`src/hw/rtl/tccs_pkg.sv`:
```
// Shared types, codes and defaults of the text console cursor and scroll block.
package tccs_pkg;

    // Default grid storage size.
    localparam int MAX_COLS_DEF = 128;
    localparam int MAX_ROWS_DEF = 64;

    // Depth of the queues between the stages.
    localparam int QDEPTH = 2;

    // Reset values of the configuration registers.
    localparam logic [7:0] COLUMNS_RST = 8'd80;
    localparam logic [6:0] ROWS_RST    = 7'd48;

    // Configuration register indexes.
    localparam logic [0:0] REG_COLUMNS = 1'b0;
    localparam logic [0:0] REG_ROWS    = 1'b1;

    // Request function codes.
    localparam logic FUNC_APPEND = 1'b0;
    localparam logic FUNC_READ   = 1'b1;

    // Control characters.
    localparam logic [7:0] CHAR_NUL = 8'h00;
    localparam logic [7:0] CHAR_BS  = 8'h08;
    localparam logic [7:0] CHAR_LF  = 8'h0A;

    // Operation decided by the front stage.
    typedef enum logic [2:0] {
        OP_READ,
        OP_IGNORE,
        OP_BACK,
        OP_NEWLINE,
        OP_PUT
    } t_op;

    // Back stage sequencer states.
    typedef enum logic [2:0] {
        B_CLEAR,
        B_IDLE,
        B_READ,
        B_SCROLL,
        B_WIPE,
        B_FINISH
    } t_bstate;

    // Classified request passed from front to back.
    typedef struct packed {
        t_op        op;
        logic [7:0] code;
        logic [5:0] rrow;
        logic [6:0] rcol;
    } t_cmd;

    // Result of one request.
    typedef struct packed {
        logic [7:0] col;
        logic [5:0] row;
        logic [7:0] glyph;
        logic       scrolled;
    } t_res;

endpackage

```
`src/hw/rtl/tccs_fifo.sv`:
```
// Small register queue used between the stages and on the result side.
module tccs_fifo #(
    parameter int WIDTH = 8
) (
    input  logic             i_clk,
    input  logic             i_rst_n,
    input  logic             i_push,
    input  logic [WIDTH-1:0] i_data,
    input  logic             i_pop,
    output logic             o_full,
    output logic             o_empty,
    output logic [WIDTH-1:0] o_data
);

    localparam int DEPTH = tccs_pkg::QDEPTH;
    localparam int PW    = (DEPTH > 1) ? $clog2(DEPTH) : 1;
    localparam int NW    = $clog2(DEPTH + 1);

    logic [WIDTH-1:0] r_mem [DEPTH];
    logic [PW-1:0]    r_wp, n_wp;
    logic [PW-1:0]    r_rp, n_rp;
    logic [NW-1:0]    r_cnt, n_cnt;
    logic             do_push;
    logic             do_pop;

    assign o_full  = (r_cnt == NW'(DEPTH));
    assign o_empty = (r_cnt == '0);
    assign o_data  = r_mem[r_rp];
    assign do_push = i_push && !o_full;
    assign do_pop  = i_pop && !o_empty;

    // Pointer and count update.
    always_comb begin
        n_wp  = r_wp;
        n_rp  = r_rp;
        n_cnt = r_cnt;
        if (do_push) begin
            n_wp = (r_wp == PW'(DEPTH - 1)) ? '0 : PW'(r_wp + 1'b1);
        end
        if (do_pop) begin
            n_rp = (r_rp == PW'(DEPTH - 1)) ? '0 : PW'(r_rp + 1'b1);
        end
        if (do_push && !do_pop) begin
            n_cnt = NW'(r_cnt + 1'b1);
        end else if (do_pop && !do_push) begin
            n_cnt = NW'(r_cnt - 1'b1);
        end
    end

    always_ff @(posedge i_clk) begin
        if (!i_rst_n) begin
            r_wp  <= '0;
            r_rp  <= '0;
            r_cnt <= '0;
        end else begin
            r_wp  <= n_wp;
            r_rp  <= n_rp;
            r_cnt <= n_cnt;
        end
    end

    // Entry storage.
    always_ff @(posedge i_clk) begin
        if (do_push) begin
            r_mem[r_wp] <= i_data;
        end
    end

endmodule

```
`src/hw/rtl/tccs_front.sv`:
```
// Front stage: accepts requests, classifies them and queues them for the back stage.
module tccs_front (
    input  logic           i_clk,
    input  logic           i_rst_n,
    input  logic           i_hold,
    input  logic           i_push,
    input  logic           i_func,
    input  logic [7:0]     i_char_code,
    input  logic [5:0]     i_read_row,
    input  logic [6:0]     i_read_col,
    output logic           o_full,
    input  logic           i_cmd_pop,
    output logic           o_cmd_empty,
    output tccs_pkg::t_cmd o_cmd
);

    tccs_pkg::t_cmd cmd;
    logic           q_full;
    logic           q_push;

    // Decide the operation from the function and the character.
    always_comb begin
        cmd.code = i_char_code;
        cmd.rrow = i_read_row;
        cmd.rcol = i_read_col;
        if (i_func == tccs_pkg::FUNC_READ) begin
            cmd.op = tccs_pkg::OP_READ;
        end else begin
            case (i_char_code)
                tccs_pkg::CHAR_NUL: cmd.op = tccs_pkg::OP_IGNORE;
                tccs_pkg::CHAR_BS:  cmd.op = tccs_pkg::OP_BACK;
                tccs_pkg::CHAR_LF:  cmd.op = tccs_pkg::OP_NEWLINE;
                default:            cmd.op = tccs_pkg::OP_PUT;
            endcase
        end
    end

    // No request is taken while the grid is being cleared.
    assign o_full = q_full || i_hold;
    assign q_push = i_push && !o_full;

    tccs_fifo #(
        .WIDTH ($bits(tccs_pkg::t_cmd))
    ) u_cmd_q (
        .i_clk   (i_clk),
        .i_rst_n (i_rst_n),
        .i_push  (q_push),
        .i_data  (cmd),
        .i_pop   (i_cmd_pop),
        .o_full  (q_full),
        .o_empty (o_cmd_empty),
        .o_data  (o_cmd)
    );

endmodule

```
`config.mk`:
```
export PLATFORM = sky130hd
export DESIGN_NAME = tccs_front
export DESIGN_NICKNAME = d
export VERILOG_FILES = /design/src/hw/rtl/tccs_pkg.sv /design/src/hw/rtl/tccs_fifo.sv /design/src/hw/rtl/tccs_front.sv
export SDC_FILE = /design/constraint.sdc
export NUM_CORES = 1
export LEC_CHECK = 0
export BUFFER_PORTS_ARGS = -buffer_cell sky130_fd_sc_hd__buf_2
export CAP_MARGIN = 5
export CORE_MARGIN = 5
export CORE_UTILIZATION = 44
export DETAILED_ROUTE_END_ITERATION = 7
export GPL_TIMING_DRIVEN = 0
export PLACE_DENSITY = 0.67
export SLEW_MARGIN = 10
export SYNTH_ARGS = -nofsm -noshare
export SYNTH_HDL_FRONTEND = slang
export SYNTH_SLANG_ARGS = --single-unit
```
`constraint.sdc`:
```
create_clock -name i_clk -period 6.5 [get_ports i_clk]
set_input_delay 0.325 -clock i_clk [delete_from_list [all_inputs] [get_ports i_clk]]
set_output_delay 0.325 -clock i_clk [all_outputs]
set_load 0.005 [all_outputs]
```
==> summary.txt <==
Place
  • Final HPWL DP: 2.56 mm
  • Place WS: 4.51 ns
  • I/O Buffers: 52
  • Placer Congestion: 0.663

Timing
  • Worst setup margin: 4.55 ns
  • Relative slew slack: 24.6%
  • Final hold violations: 0
  • Fmax: 512 MHz
  • Final period util: between 30% and 40%
  • Clk_skew: 0.00740 ns
  • Fin. max-slew vios: 0
  • Total negative slack: 0 ns
  • Setup-failing EPs final: 0
  • Worst Tran Pin Value: about 1.1 ns
  • Fin crit period: slightly below 2 ns
  • RSZ-0062 raised after global routing: false

Global routing
  • Global-route wire length before repair: approximately 5.6 mm
  • Vias in the first global route: 1200
  • Total GRT Usage: 11.8%
  • Largest net degree at the start of global routing: 25
  • Congestion Overflow GR: 0
  • Initial antenna violation count: 0

Route
  • Wire length per cell: 15.9 um
  • Final wirelength: between 3 and 4 mm
  • Drt drc: 0
  • DRT Pass-1 Iters: 4
  • DRT antenna net count: 0
  • Vias: 1104
  • Initial DRC Count: 62
  • Via/cell ratio: 4.97

Synthesis
  • Synthesized flop and latch total: 53
  • Distinct cell type count after synthesis: 23
  • Register area share after synthesis: 76.3%
  • Avg Inst Size Synth: 18.5 um^2
  • Mapped Area: 2020 um^2
  • Cells after Synth: 109
  • YS warnings: 0
  • Syn nets: 137

Finish
  • Diode count: 0
  • Util after Layout: 55.4%
  • Area grow syn2layout: 21.1%
  • Storage element area: ~1500 um^2
  • Nets@finish: 197
  • Share of cells above drive strength 1: 50.6%
  • Area of the multi-input gates: 467 um^2
  • Fillers: 369

CTS
  • Clk sinks: 53
  • Post-CTS Hold Buffers: 0
  • Worst-Skew Late Latency: 0.30 ns
  • Setup bufs post-CTS: 0
  • CTS tree: done
  • Reg clk slew, reported paths: 0.09 ns
  • Root Buffer: clkbuf_8
  • CTS resizes: 0
  • Clock Path Buffers: 2
  • Total CTS buffers: 5
  • H-tree depth: 2

Worst setup path
  • CP startpoint: u_cmd_q.r_cnt[0]
  • Reg2Reg Launch Point: u_cmd_q.r_cnt[0]
  • CP Cell Sequence: nand2b_1 -> and3_1
  • CP max stage delay: 0.93 ns
  • CP Max Fanout: 24
  • Setup crit end kind: flip-flop
  • CP arrival: 1.87 ns
  • Slowest stage cell on the critical path: and3_1
  • Critical path class: flip-flop to flip-flop
  • CP Launch Type: flip-flop
  • Req. time, crit path: roughly 6.4 ns

Pwr
  • PD cells: between 300 and 400 nW/um^2
  • Sw Ratio: 25.9%
  • Sequential Power Share: between 50% and 60%
  • Clock power share: 21.7%
  • VDD IR max: 0.000162 V
  • LEAKAGE: slightly above 0.9 nW
  • Combinational share of power: 25.6%
  • Power Internal: 0.595 mW
  • Switching power: 0.208 mW

Die
  • Die height: 77.8 um
  • Num ports: 53
  • Die X: 77.8 um
  • Area of the core: 4410 um^2
  • Initial Util: a little under half
  • Rows: 24
  • Die ar.: 6050 um^2

Hold path
  • Hold Crit Class: input port to flip-flop
  • Min-delay src: i_read_row[2]

Job
  • Max Cap Viol: 0

Status
  • Outcome: finished, final reports clean
-- through the flow --
| stage | total power, mW | area, um^2 | cells | hold WS [ns] |
|---|---|---|---|---|
| floorplan | 0.555 | 2020 | 109 | 0.424 |
| global placement | 0.630 | 2350 | 213 | 0.457 |
| detailed placement | 0.641 | 2360 | 214 | 0.492 |
| CTS | 0.816 | 2450 | 222 | 0.198 |
| global route | 0.848 | 2450 | 222 | 0.189 |
| finish | 0.803 | 2450 | 222 | 0.210 |
-- final cells by class --
cell class              instances  share of cell area [%]
multi-input cells              53                    19.1
repair buffers                 53                    11.3
plain buffers                   3                   0.614
flip-flops and latches         53                    63.0
clock buffers                   6                    2.97
clock inverters                 2                   0.409
well taps                      52                    2.66
-- cell usage after synthesis --
master	n	area [um^2]
xor2_1	2	17.5
mux2_1	3	33.8
nand4b_1	1	8.76
or3_1	1	6.26
xnor2_1	2	17.5
mux2_2	21	236
a31oi_1	1	6.26
and3_1	1	6.26
and2_1	4	25.0
nor2_1	2	7.51
nor4_2	1	12.5
ha_1	1	12.5
dfxtp_1	5	100
nand2b_1	3	18.8
a21boi_1	1	7.51
nor2b_1	2	12.5
edfxtp_1	48	1440
o21ai_1	2	10.0
o21ai_0	1	5.00
nor3b_1	1	7.51
nand2_1	2	7.51
buf_2	3	15.0
nor3_1	1	5.00
-- registers in the layout (all words and copies together), names as in the netlist, named ones only --
register,flops
u_cmd_q.r_mem,48
u_cmd_q.r_wp,1
u_cmd_q.r_rp,1
u_cmd_q.r_cnt,2
-- power by group through the flow --
stage	Combinational (mW)	Sequential [mW]	Clock, mW
2_1_floorplan	0.128	0.427	0
3_3_place_gp	0.201	0.429	0
3_5_place_dp	0.211	0.431	0
4_1_cts	0.212	0.423	0.181
5_1_grt	0.227	0.426	0.195
6_report	0.206	0.423	0.174
-- kinds of logic after synthesis --
logic type               count (synthesis)  share of synthesized area (%)
AO/OA/AOI/OAI                            5                           1.42
XOR/XNOR                                 4                           1.73
adder cells (fa/ha/maj)                  1                          0.619
buffers and inverters                    3                          0.743
flip-flops                              53                           76.3
multiplexers                            24                           13.4
AND/OR/NAND/NOR                         19                           5.82
-- final timing paths --
| check | end | slack (ns) | cells after the start |
|---|---|---|---|
| hold / removal | u_cmd_q.r_mem[0][9] | 0.21 | 1 |
| hold reg to reg | u_cmd_q.r_wp | 0.51 | 2 |
| setup reg to reg | u_cmd_q.r_mem[1][1] | 4.55 | 2 |
| setup / recovery | u_cmd_q.r_mem[1][1] | 4.55 | 2 |
-- worst max-delay path, delay by kind of cell (launching register included) --
family | cells | cell delay, ns
DFF | 1 | 0.43
and+or+nand+nor | 2 | 1.13
-- placed cells by master, fill, tap and decap left out --
cell type  instances
buf_2             55
edfxtp_1          48
mux2_2            21
dfxtp_1            5
clkbuf_8           5
and2_1             4
nand2b_1           3
mux2_1             3
nor2_1             2
o21ai_1            2
nand2_1            2
xor2_1             2
xnor2_1            2
clkinv_2           2
nor2b_1            1
nor4_2             1
nor3b_1            1
nor3_1             1
and3_1             1
a31oi_1            1
nor2b_2            1
o21ai_0            1
or3_1              1
a21boi_1           1
nand4b_1           1
ha_1               1
clkbuf_1           1
buf_8              1
-- metal layers --
metal	part of all wire [%]	vias to the layer above	GRT usage (%)	wire, um
met5	0	-	0	0
met4	0.65	0	3.95	23
met3	7.5	4	4.86	264
met2	53	37	19.8	1870
met1	39	529	13.5	1380
li1	-	534	-	-
No activity file was read; power rests on OpenSTA's default activity.
